===== src/hdl/hrrn_pkg.sv =====
// ----------------------------------------------------------------------------
// hrrn_pkg
// Shared types, codes and defaults of the HRRN scheduler.
// ----------------------------------------------------------------------------
package hrrn_pkg;

	localparam int TABLE_ENTRIES_DEF = 16;

	// request opcodes
	localparam logic OP_ARRIVE = 1'b0;
	localparam logic OP_TICK   = 1'b1;

	// response status codes
	localparam logic [1:0] STATUS_OK   = 2'd0;
	localparam logic [1:0] STATUS_FULL = 2'd1;
	localparam logic [1:0] STATUS_ZERO = 2'd2;

	// classified request as held in the front queue
	typedef struct packed {
		logic        opcode;
		logic [7:0]  job_id;
		logic [15:0] burst_length;
		logic        zero_burst;
	} item_t;

	// head of the front queue as seen by the back end
	typedef struct packed {
		logic  valid;
		item_t item;
	} q_head_t;

endpackage


===== src/hdl/hrrn_ifs.sv =====
// ----------------------------------------------------------------------------
// hrrn_ifs
// Request and response channels of the HRRN scheduler.
// ----------------------------------------------------------------------------
interface hrrn_req_if;
	logic        valid;
	logic        ready;
	logic        opcode;
	logic [7:0]  job_id;
	logic [15:0] burst_length;

	modport source (output valid, output opcode, output job_id, output burst_length,
		input ready);
	modport sink (input valid, input opcode, input job_id, input burst_length,
		output ready);
endinterface

interface hrrn_rsp_if;
	logic        valid;
	logic        ready;
	logic [1:0]  status;
	logic        running_valid;
	logic [7:0]  running_id;
	logic [15:0] running_left;

	modport source (output valid, output status, output running_valid,
		output running_id, output running_left, input ready);
	modport sink (input valid, input status, input running_valid,
		input running_id, input running_left, output ready);
endinterface


===== src/hdl/hrrn_front.sv =====
// ----------------------------------------------------------------------------
// hrrn_front
// Accepts requests, flags zero bursts and holds them in a two-deep queue.
// ----------------------------------------------------------------------------
module hrrn_front import hrrn_pkg::*; (
	input  logic         clk,
	input  logic         arst_n,
	hrrn_req_if.sink     req,
	output q_head_t      head,
	input  logic         pop
);

	item_t       fifo_q [2];
	logic        wr_ptr_q;
	logic        rd_ptr_q;
	logic [1:0]  count_q;
	logic        push;
	item_t       in_item;

	// classify the incoming request
	always_comb begin
		in_item.opcode       = req.opcode;
		in_item.job_id       = req.job_id;
		in_item.burst_length = req.burst_length;
		in_item.zero_burst   = (req.burst_length == 16'd0);
	end

	assign req.ready  = (count_q != 2'd2);
	assign push       = req.valid && req.ready;
	assign head.valid = (count_q != 2'd0);
	assign head.item  = fifo_q[rd_ptr_q];

	// pointers and fill level
	always_ff @(posedge clk or negedge arst_n) begin
		if (!arst_n) begin
			wr_ptr_q <= 1'b0;
			rd_ptr_q <= 1'b0;
			count_q  <= 2'd0;
		end else begin
			if (push)
				wr_ptr_q <= ~wr_ptr_q;
			if (pop)
				rd_ptr_q <= ~rd_ptr_q;
			count_q <= count_q + 2'(push) - 2'(pop);
		end
	end

	// queue storage
	always_ff @(posedge clk) begin
		if (push)
			fifo_q[wr_ptr_q] <= in_item;
	end

endmodule


===== src/hdl/hrrn_engine.sv =====
// ----------------------------------------------------------------------------
// hrrn_engine
// Waiting table, processor state and the response-ratio selection scan.
// ----------------------------------------------------------------------------
module hrrn_engine import hrrn_pkg::*; #(
	parameter int TABLE_ENTRIES = TABLE_ENTRIES_DEF
) (
	input  logic         clk,
	input  logic         arst_n,
	input  q_head_t      head,
	output logic         pop,
	hrrn_rsp_if.source   rsp
);

	localparam int IDX_W = (TABLE_ENTRIES > 1) ? $clog2(TABLE_ENTRIES) : 1;
	localparam logic [IDX_W-1:0] LAST_IDX = IDX_W'(TABLE_ENTRIES - 1);

	localparam logic [2:0] ST_IDLE = 3'd0;
	localparam logic [2:0] ST_READ = 3'd1;
	localparam logic [2:0] ST_MUL  = 3'd2;
	localparam logic [2:0] ST_CMP  = 3'd3;
	localparam logic [2:0] ST_DONE = 3'd4;

	// table memory
	logic [7:0]  mem_id    [TABLE_ENTRIES];
	logic [15:0] mem_burst [TABLE_ENTRIES];
	logic [31:0] mem_start [TABLE_ENTRIES];
	logic [31:0] mem_seq   [TABLE_ENTRIES];

	// control state
	logic [2:0]               state_q;
	logic [TABLE_ENTRIES-1:0] valid_q;
	logic [IDX_W-1:0]         scan_idx_q;
	logic                     found_q;
	logic                     out_valid_q;
	logic [31:0]              tick_q;
	logic [31:0]              arr_q;
	logic                     run_valid_q;
	logic [7:0]               run_id_q;
	logic [15:0]              run_left_q;
	logic [IDX_W-1:0]         best_idx_q;

	// scan datapath
	logic [7:0]  rd_id_s1;
	logic [15:0] rd_burst_s1;
	logic [31:0] rd_start_s1;
	logic [31:0] rd_seq_s1;
	logic [47:0] lhs_s2;
	logic [47:0] rhs_s2;
	logic [31:0] wait_s2;
	logic [31:0] age_s2;
	logic [7:0]  best_id_q;
	logic [15:0] best_burst_q;
	logic [31:0] best_wait_q;
	logic [31:0] best_age_q;

	// output register payload
	logic [1:0]  out_status_q;
	logic        out_rv_q;
	logic [7:0]  out_id_q;
	logic [15:0] out_left_q;

	logic             out_free, is_tick, need_scan, start, scan_start;
	logic             arr_do, fast_tick, finish, commit_out, has_free, win;
	logic [IDX_W-1:0] free_idx;
	logic [1:0]       status_nx;
	logic             run_valid_nx;
	logic [7:0]       run_id_nx;
	logic [15:0]      run_left_nx;
	logic [31:0]      wait_c;

	// lowest free slot
	always_comb begin
		has_free = 1'b0;
		free_idx = '0;
		for (int i = TABLE_ENTRIES - 1; i >= 0; i--) begin
			if (!valid_q[i]) begin
				has_free = 1'b1;
				free_idx = IDX_W'(i);
			end
		end
	end

	// request dispatch
	assign out_free   = !out_valid_q || rsp.ready;
	assign is_tick    = (head.item.opcode == OP_TICK);
	assign need_scan  = !run_valid_q || (run_left_q == 16'd0);
	assign start      = (state_q == ST_IDLE) && head.valid && out_free;
	assign pop        = start;
	assign arr_do     = start && !is_tick && !head.item.zero_burst && has_free;
	assign fast_tick  = start && is_tick && !need_scan;
	assign scan_start = start && is_tick && need_scan;
	assign finish     = (state_q == ST_DONE) && out_free;
	assign commit_out = (start && !scan_start) || finish;

	always_comb begin
		if (is_tick || state_q != ST_IDLE)
			status_nx = STATUS_OK;
		else if (head.item.zero_burst)
			status_nx = STATUS_ZERO;
		else if (!has_free)
			status_nx = STATUS_FULL;
		else
			status_nx = STATUS_OK;
	end

	// processor state after this request
	always_comb begin
		run_valid_nx = run_valid_q;
		run_id_nx    = run_id_q;
		run_left_nx  = run_left_q;
		if (fast_tick) begin
			run_left_nx = run_left_q - 16'd1;
		end else if (finish) begin
			if (found_q) begin
				run_valid_nx = 1'b1;
				run_id_nx    = best_id_q;
				run_left_nx  = best_burst_q - 16'd1;
			end else begin
				run_valid_nx = 1'b0;
			end
		end
	end

	// ratio compare: exact cross-multiplied form, then wait, then arrival age
	assign wait_c = tick_q - rd_start_s1;
	assign win = !found_q || (lhs_s2 > rhs_s2) ||
		((lhs_s2 == rhs_s2) && (wait_s2 > best_wait_q)) ||
		((lhs_s2 == rhs_s2) && (wait_s2 == best_wait_q) && (age_s2 > best_age_q));

	// control
	always_ff @(posedge clk or negedge arst_n) begin
		if (!arst_n) begin
			state_q     <= ST_IDLE;
			valid_q     <= '0;
			scan_idx_q  <= '0;
			found_q     <= 1'b0;
			out_valid_q <= 1'b0;
			tick_q      <= '0;
			arr_q       <= '0;
			run_valid_q <= 1'b0;
			run_id_q    <= '0;
			run_left_q  <= '0;
			best_idx_q  <= '0;
		end else begin
			if (commit_out)
				out_valid_q <= 1'b1;
			else if (rsp.ready)
				out_valid_q <= 1'b0;
			if (arr_do) begin
				valid_q[free_idx] <= 1'b1;
				arr_q             <= arr_q + 32'd1;
			end
			if (fast_tick || finish)
				tick_q <= tick_q + 32'd1;
			run_valid_q <= run_valid_nx;
			run_id_q    <= run_id_nx;
			run_left_q  <= run_left_nx;
			case (state_q)
				ST_IDLE: begin
					if (scan_start) begin
						scan_idx_q <= '0;
						found_q    <= 1'b0;
						state_q    <= ST_READ;
					end
				end
				ST_READ: begin
					if (valid_q[scan_idx_q])
						state_q <= ST_MUL;
					else if (scan_idx_q == LAST_IDX)
						state_q <= ST_DONE;
					else
						scan_idx_q <= scan_idx_q + IDX_W'(1);
				end
				ST_MUL: begin
					state_q <= ST_CMP;
				end
				ST_CMP: begin
					if (win) begin
						found_q    <= 1'b1;
						best_idx_q <= scan_idx_q;
					end
					if (scan_idx_q == LAST_IDX) begin
						state_q <= ST_DONE;
					end else begin
						scan_idx_q <= scan_idx_q + IDX_W'(1);
						state_q    <= ST_READ;
					end
				end
				ST_DONE: begin
					if (finish) begin
						if (found_q)
							valid_q[best_idx_q] <= 1'b0;
						state_q <= ST_IDLE;
					end
				end
				default: begin
					state_q <= ST_IDLE;
				end
			endcase
		end
	end

	// table writes and registered reads
	always_ff @(posedge clk) begin
		if (arr_do) begin
			mem_id[free_idx]    <= head.item.job_id;
			mem_burst[free_idx] <= head.item.burst_length;
			mem_start[free_idx] <= tick_q;
			mem_seq[free_idx]   <= arr_q;
		end
		if (state_q == ST_READ) begin
			rd_id_s1    <= mem_id[scan_idx_q];
			rd_burst_s1 <= mem_burst[scan_idx_q];
			rd_start_s1 <= mem_start[scan_idx_q];
			rd_seq_s1   <= mem_seq[scan_idx_q];
		end
	end

	// multiply stage and best-so-far
	always_ff @(posedge clk) begin
		if (state_q == ST_MUL) begin
			lhs_s2  <= {16'd0, wait_c} * {32'd0, best_burst_q};
			rhs_s2  <= {16'd0, best_wait_q} * {32'd0, rd_burst_s1};
			wait_s2 <= wait_c;
			age_s2  <= arr_q - rd_seq_s1;
		end
		if (state_q == ST_CMP && win) begin
			best_id_q    <= rd_id_s1;
			best_burst_q <= rd_burst_s1;
			best_wait_q  <= wait_s2;
			best_age_q   <= age_s2;
		end
	end

	// response payload
	always_ff @(posedge clk) begin
		if (commit_out) begin
			out_status_q <= status_nx;
			out_rv_q     <= run_valid_nx;
			out_id_q     <= run_valid_nx ? run_id_nx : 8'd0;
			out_left_q   <= run_valid_nx ? run_left_nx : 16'd0;
		end
	end

	assign rsp.valid         = out_valid_q;
	assign rsp.status        = out_status_q;
	assign rsp.running_valid = out_rv_q;
	assign rsp.running_id    = out_id_q;
	assign rsp.running_left  = out_left_q;

endmodule


===== src/hdl/hrrn_scheduler.sv =====
// ----------------------------------------------------------------------------
// hrrn_scheduler
// Non-preemptive highest-response-ratio-next scheduler, top level.
// ----------------------------------------------------------------------------
//  channel | dir | payload                                          | handshake
//  req     | in  | opcode, job_id, burst_length                     | valid/ready
//  rsp     | out | status, running_valid, running_id, running_left | valid/ready
//
// Arrivals and ticks that keep the running job are answered without a scan.
// A selecting tick walks the table: a free slot is only read, an occupied
// slot is read, multiplied and compared on the single comparator.
// A two-deep request queue and the response register let each side stall.
// Reset empties the table and the processor; no clearing pass is needed.
module hrrn_scheduler import hrrn_pkg::*; #(
	parameter int TABLE_ENTRIES = TABLE_ENTRIES_DEF
) (
	input  logic       clk,
	input  logic       arst_n,
	hrrn_req_if.sink   req,
	hrrn_rsp_if.source rsp
);

	q_head_t head;
	logic    pop;

	hrrn_front u_front (
		.clk    (clk),
		.arst_n (arst_n),
		.req    (req),
		.head   (head),
		.pop    (pop)
	);

	hrrn_engine #(
		.TABLE_ENTRIES (TABLE_ENTRIES)
	) u_engine (
		.clk    (clk),
		.arst_n (arst_n),
		.head   (head),
		.pop    (pop),
		.rsp    (rsp)
	);

`ifndef NO_ASSERTIONS
	// the engine only takes a request that is there
	a_pop_valid: assert property (@(posedge clk) disable iff (!arst_n)
		pop |-> head.valid) else $error("pop from empty queue");

	// an idle processor reports zero id and count
	a_idle_zero: assert property (@(posedge clk) disable iff (!arst_n)
		(rsp.valid && !rsp.running_valid) |-> (rsp.running_id == 8'd0 &&
		rsp.running_left == 16'd0)) else $error("idle processor with data");

	// every response carries one of the three defined status codes
	a_status_code: assert property (@(posedge clk) disable iff (!arst_n)
		rsp.valid |-> (rsp.status == STATUS_OK || rsp.status == STATUS_FULL ||
		rsp.status == STATUS_ZERO)) else $error("bad status code");
`endif

endmodule


===== src/flat_wrapper.sv =====
// flat-port wrapper written by rule: the top's interface ports become plain ports
module hrrn_scheduler_flat import hrrn_pkg::*;
#(
	parameter int TABLE_ENTRIES = TABLE_ENTRIES_DEF
)
  (clk, arst_n, req_valid, req_opcode, req_job_id, req_burst_length, req_ready, rsp_valid, rsp_status, rsp_running_valid, rsp_running_id, rsp_running_left, rsp_ready);
  hrrn_req_if req_i ();
  hrrn_rsp_if rsp_i ();
  input  logic clk;
  input  logic arst_n;
  input wire logic [$bits(req_i.valid)-1:0] req_valid;
  input wire logic [$bits(req_i.opcode)-1:0] req_opcode;
  input wire logic [$bits(req_i.job_id)-1:0] req_job_id;
  input wire logic [$bits(req_i.burst_length)-1:0] req_burst_length;
  output wire logic [$bits(req_i.ready)-1:0] req_ready;
  output wire logic [$bits(rsp_i.valid)-1:0] rsp_valid;
  output wire logic [$bits(rsp_i.status)-1:0] rsp_status;
  output wire logic [$bits(rsp_i.running_valid)-1:0] rsp_running_valid;
  output wire logic [$bits(rsp_i.running_id)-1:0] rsp_running_id;
  output wire logic [$bits(rsp_i.running_left)-1:0] rsp_running_left;
  input wire logic [$bits(rsp_i.ready)-1:0] rsp_ready;
  assign req_i.valid = req_valid;
  assign req_i.opcode = req_opcode;
  assign req_i.job_id = req_job_id;
  assign req_i.burst_length = req_burst_length;
  assign req_ready = req_i.ready;
  assign rsp_valid = rsp_i.valid;
  assign rsp_status = rsp_i.status;
  assign rsp_running_valid = rsp_i.running_valid;
  assign rsp_running_id = rsp_i.running_id;
  assign rsp_running_left = rsp_i.running_left;
  assign rsp_i.ready = rsp_ready;
  hrrn_scheduler #(.TABLE_ENTRIES(TABLE_ENTRIES)) u_core (.clk(clk), .arst_n(arst_n), .req(req_i), .rsp(rsp_i));
endmodule

===== config.mk =====
export PLATFORM = sky130hd
export DESIGN_NAME = hrrn_scheduler_flat
export DESIGN_NICKNAME = d
export VERILOG_FILES = /design/src/hdl/hrrn_pkg.sv /design/src/hdl/hrrn_ifs.sv /design/src/hdl/hrrn_front.sv /design/src/hdl/hrrn_engine.sv /design/src/hdl/hrrn_scheduler.sv /design/src/flat_wrapper.sv
export SDC_FILE = /design/constraint.sdc
export NUM_CORES = 2
export LEC_CHECK = 0
export BUFFER_PORTS_ARGS = -buffer_cell sky130_fd_sc_hd__buf_2
export CAP_MARGIN = 20
export CORE_MARGIN = 2
export CORE_UTILIZATION = 45
export CTS_CLUSTER_SIZE = 20
export DETAILED_ROUTE_END_ITERATION = 12
export HOLD_SLACK_MARGIN = 0.05
export PLACE_DENSITY = 0.66
export SLEW_MARGIN = 20
export SYNTH_ARGS = -nofsm -noshare
export SYNTH_HDL_FRONTEND = slang
export SYNTH_HIERARCHICAL = 1
export SYNTH_SLANG_ARGS = --single-unit

===== constraint.sdc =====
create_clock -name clk -period 18.9 [get_ports clk]
set_input_delay 3.78 -clock clk [delete_from_list [all_inputs] [get_ports clk]]
set_output_delay 3.78 -clock clk [all_outputs]
set_load 0.01 [all_outputs]

# Word level (Yosys, flattened, before mapping)
# Memories as Yosys holds them, arrays and structs flattened. A register that Yosys moved wholly into a read port is not among the register bits.
# Index checks and enable logic that the tools add are counted.
# op_classes
addsub	9
mul	2
order_cmp	8
n_eq_ne	13
n_mux	72
bitwise_logic	5
n_reduce_logical	45
# op_table
operator	count
16-bit 2-to-1 mux	7
32-bit by 16-bit multiplier with 48-bit output	2
4-bit 2-to-1 mux	19
32-bit by 1-bit adder with 32-bit output (second input constant)	2
32-bit > comparator	2
32-bit subtractor	2
48-bit == test	1
48-bit > comparator	1
32-bit == test	1
16-bit zero test	2
16-bit by 1-bit subtractor with 16-bit output (second input constant)	2
1-bit 2-to-1 mux	31
8-bit 2-to-1 mux	3
1-bit logical AND	17
16-bit AND	1
16-bit NOT	1
16-bit OR	1
4-bit by 5-bit less-than comparator with 1-bit output (second input constant)	3
3-bit 2-to-1 mux	5
3-bit one-hot mux with 5 select lines	1
4-bit one-hot mux with 3 select lines	1
2-bit inequality test (second input constant)	5
3-bit AND reduction	3
1-bit demux with 4-bit select	2
other kinds (20)	39
# word_totals
reg_bits	397
mem_bits_rw	1460
output_inout_bits	29
elab_cells	186
memories	5
# mem_list
name	words	width	rd	rd_ports_with_merged_regs	wr	line	text
u_core.u_engine.mem_seq	16	32	1	1	1	hrrn_engine.sv:28	logic [31:0] mem_seq [TABLE_ENTRIES];
u_core.u_engine.mem_start	16	32	1	1	1	hrrn_engine.sv:27	logic [31:0] mem_start [TABLE_ENTRIES];
u_core.u_engine.mem_burst	16	16	1	1	1	hrrn_engine.sv:26	logic [15:0] mem_burst [TABLE_ENTRIES];
u_core.u_engine.mem_id	16	8	1	1	1	hrrn_engine.sv:25	logic [7:0] mem_id [TABLE_ENTRIES];
u_core.u_front.fifo_q	2	26	1	0	1	hrrn_front.sv:13	item_t fifo_q [2];

# Longest topological paths before layout
# logic_depth
depth_word	26
ltp_mapped	36

# Cells and area by module
# The synthesis kept the hierarchy.
# by_module_without_submodules
module	instances	cells_per_inst	area_per_inst_um2	seq_area_each_um2
hrrn_engine	1	7446	107398.0	56133.8
hrrn_front	1	103	2103.3	1661.6

# Worst setup path before layout
# No wires, ideal clock.
# synth_timing
path_type	flip-flop to flip-flop
from	register u_core.u_engine.state_q[0]
to	register u_core.u_engine.age_s2[0] (enable)
setup_ns	0.909
arrival_ns	12.159
path_slack_ns	5.833
stages_incl_launch_ff	3
cell_sequence	dfrtp_1 > clkbuf_1 > nor3b_1
# synth_via
elab_chain_cells	1
# synth_rtl
item	line	text
from (decl)	hrrn_engine.sv:31	logic [2:0] state_q;
from (signal assigned)	hrrn_engine.sv:134	state_q <= ST_IDLE;
from (signal assigned)	hrrn_engine.sv:164	state_q <= ST_READ;
from (signal assigned)	hrrn_engine.sv:169	state_q <= ST_MUL;
3-bit by 2-bit == test with 1-bit output	hrrn_engine.sv:222	if (state_q == ST_MUL) begin
to (signal assigned)	hrrn_engine.sv:226	age_s2 <= arr_q - rd_seq_s1;
to (decl)	hrrn_engine.sv:51	logic [31:0] age_s2;
# Every way passes these cells.
# A chain may end at the register's enable or synchronous reset.

# Worst setup path after layout
# layout_timing
from	register u_core.u_engine.tick_q[0]
to	register u_core.u_engine.lhs_s2[44] (data pin)
# layout_via
elab_chain_cells	2
# layout_rtl
item	line	text
from (decl)	hrrn_engine.sv:36	logic [31:0] tick_q;
from (signal assigned)	hrrn_engine.sv:155	tick_q <= tick_q + 32'd1;
32-bit subtractor	hrrn_engine.sv:126	assign wait_c = tick_q - rd_start_s1;
32-bit by 16-bit multiplier with 48-bit output	hrrn_engine.sv:223	lhs_s2 <= {16'd0, wait_c} * {32'd0, best_burst_q};
to (signal assigned)	hrrn_engine.sv:223	
to (decl)	hrrn_engine.sv:48	logic [47:0] lhs_s2;
# Every way passes these cells.

==> results_dict.tcl <==
set metrics [dict create \
    status "completed" \
    cts.clk_slew.worst_paths_ps 60 \
    drv_cap 0 \
    cts_setup_buffers 0 \
    cts.sinks 1945 \
    worstRegToRegCells 35 \
    syn_avg_cell_area_um2 14.51 \
    skew_ps 34.78 \
    crit_start "u_core/u_engine/tick_q[0]$_DFFE_PN0P_" \
    synth-seq-area-share_pct 52.78 \
    grt_max_degree 161 \
    rsz0062_at_grt "no" \
    hold_depth 0 \
    clkLatencyLatePin_ps 840 \
    drive_above_1_share_pct 13.10 \
    h-tree-depth 4 \
    fmax_mhz 100.8 \
    hold_path_class "flip-flop to flip-flop" \
    relSlewSlack_pct 26.77 \
    dieArea_um2 247300 \
    first_iter_violations 5243 \
    drc 0 \
    avgRoutedWirePerCell_um 23.34 \
    start_util_pct 45.15 \
    cts_buffer_depth 3 \
    top_layer "met5" \
    nNetsFinal 8895 \
    multi_input_area_um2 46610 \
    hold_path.startpoint "u_core/u_engine/rd_id_s1[4]$_DFFE_PP_" \
    hold_violations 0 \
    async_reset_ff_share_pct 6.272 \
    core_um2 242500 \
    min_period_over_period_pct 52.48 \
    overflow 0 \
    critical_path_class "flip-flop to flip-flop" \
    wl_met2_mm 127.7 \
    grt_usage_pct 20.91 \
    syn_nets 8836 \
    die_y_um 497.3 \
    pre_cts_slack_ps 9088 \
    place_congestion 0.8835 \
    cts_tree "built" \
    reg2reg_from "u_core/u_engine/tick_q[0]$_DFFE_PN0P_" \
    cp-end-kind "flip-flop" \
    syn2layout_area_growth_pct 9.662 \
    synthFlopType "edfxtp_1" \
    synthDistinctLibCells 106 \
    wl_met1_mm 107.0 \
    cts-resized-gates 0 \
    grt_pass1_vias 64460 \
    synth_edf_count 1823 \
    port-buffer-count 57 \
    drt_first_pass_iters 6 \
    critPathMostFrequentCell "fa_1" \
    ios 58 \
    cts_inserted_buffers 189 \
    num_rows 181 \
    period_minus_slack_ps 9919 \
    worstPathMaxFanout 18 \
    worst_pin_slew_ps 1098 \
    ctsRootBufferMaster "clkbuf_16" \
    dr_wl_met3_mm 15.70 \
    slew_viol_final 0 \
    syn_area_um2 109500 \
    ys_warn_count 6 \
    critPathRequiredTime_ps 19470 \
    ys_ff_latch 1945 \
    hold_slack_ps 421.4 \
    die_w_um 497.3 \
    drtAntennaViolNets 0 \
    vias 61350 \
    nFillCells 20170 \
    grt_pass1_wl_mm 396.2 \
    cp.arrival_ps 10490 \
    slowest_stage "dfrtp_1" \
    drt_wl_total_mm 256.1 \
    seqCellArea_um2 57810 \
    synthCells 7549 \
    hold_buffers 0 \
    crit_path_start_kind "flip-flop" \
    place_hpwl_mm 163.6 \
    setup_ws_ps 8981 \
    viasPerCell 5.590 \
    slowest_delay_ps 650 \
    setup-violations-final 0 \
    antenna_found_initial 7 \
    final.setup.tns_ps 0 \
]
## routing by layer
metal	GRT usage, %	vias to the layer above
met3	2.853	344
li1	-	26530
met4	5.263	2
met2	35.22	2030
met5	0	-
met1	28.79	32440
## cell families after synthesis
| family | Yosys count | synth area share [%] |
|---|---|---|
| AOI/OAI and AO/OA | 614 | 3.748 |
| xor gates and xnor gates | 218 | 1.771 |
| adders and majority gates | 1258 | 20.12 |
| buffers and inverters | 1387 | 4.825 |
| DFF | 1945 | 52.78 |
| muxes | 477 | 9.480 |
| and+or+nand+nor | 1650 | 7.275 |
## layout by cell type (no fill, tap or decap), types with 17 or more instances in the layout
cell type	n
xor2_1	63
inv_1	1065
and2_1	340
nand2b_1	26
clkbuf_16	192
nor2b_1	51
mux2_1	26
clkinv_1	25
mux4_2	445
o21a_1	30
ha_1	420
buf_2	56
fa_1	838
a21oi_1	189
edfxtp_1	1823
a21o_1	116
and3_1	30
buf_4	126
nor3_1	31
dfrtp_1	118
nand4_1	57
a31oi_1	17
and4_1	22
nand2_1	836
o21bai_1	17
nand3_1	64
nor2_1	100
clkinv_2	36
clkbuf_1	48
xnor2_1	151
o21ai_0	87
## registers in the layout, indices dropped and copies added, names as in the netlist, 48 cells and up
register / cells
u_core/u_engine/mem_burst: 256
u_core/u_engine/lhs_s2: 48
u_core/u_engine/mem_seq: 512
u_core/u_front/fifo_q: 52
u_core/u_engine/mem_start: 512
u_core/u_engine/rhs_s2: 48
u_core/u_engine/mem_id: 128
## worst max-delay path: cells and delay by family, from the launching register on
family	cells	cell delay, ps
compound gates	16	3710
xor+xnor	2	320
fa+ha+maj	9	3920
buf+inv	6	700
flops	1	650
simple gates	2	350
## through the flow
step / std cells / cell area [um2] / util, %
2_1_floorplan: 7549 / 109500 / -
3_3_place_gp: 10620 / 113700 / 46.89
3_5_place_dp: 10620 / 113800 / 46.91
4_1_cts: 10970 / 120000 / 49.50
5_1_grt: 10980 / 120100 / 49.51
6_report: 10980 / 120100 / 49.51
## synthesized netlist by cell type (all sizes together), types with 6 or more instances
cell | number | area (um2)
nor2 | 120 | 460.4
ha | 420 | 5255
nand2b | 26 | 162.7
a2111oi | 6 | 65.06
xor2 | 63 | 551.8
xnor2 | 155 | 1388
or2 | 10 | 65.07
mux4 | 445 | 10020
a31oi | 17 | 106.4
a21oi | 193 | 977.2
a21o | 118 | 888.4
mux2 | 31 | 349.1
o2111ai | 6 | 70.07
nor2b | 52 | 325.3
a311oi | 9 | 97.59
and4 | 22 | 192.7
nor3b | 6 | 45.04
a21boi | 14 | 108.9
nand4 | 60 | 394.1
nor3 | 36 | 191.4
fa | 838 | 16780
and3 | 32 | 205.2
o21bai | 17 | 127.6
a211oi | 12 | 95.09
a221oi | 8 | 76.32
o21a | 30 | 225.2
nand2 | 839 | 3162
o21ai | 101 | 516.8
o211ai | 13 | 97.59
a31o | 6 | 52.55
inv | 1065 | 3998
clkbuf | 267 | 1002
buf | 54 | 274.0
and2 | 342 | 2143
edfxtp | 1823 | 54740
o31ai | 8 | 65.06
or3 | 10 | 62.56
nor4 | 15 | 93.84
nand3 | 69 | 370.4
dfrtp | 122 | 3053
## worst paths after layout
kind | endpoint | slack, ps
max reg2reg | u_core/u_engine/lhs_s2[44]$_DFFE_PP_ | 8980
min in group asynchronous | u_core/u_engine/run_id_q[2]$_DFF_PN0_ | 2970
max | u_core/u_engine/lhs_s2[44]$_DFFE_PP_ | 8980
max in group asynchronous | u_core/u_engine/scan_idx_q[1]$_DFFE_PN0P_ | 14430
min | u_core/u_engine/best_id_q[4]$_DFFE_PP_ | 420
min reg2reg | u_core/u_engine/best_id_q[4]$_DFFE_PP_ | 420
## cell type report
class	instances	share of cell area (%)
sequential	1945	48.14
clock buffer	254	4.312
timing repair buffer	190	1.160
antenna	2	0.004168
inverter	1065	3.329
clock inverter	100	0.9034
multi-input combinational	4217	38.81
tap	3202	3.336
Power is not shown: default switching activity piles up to over one toggle a cycle in this logic, so the estimate is an artifact.
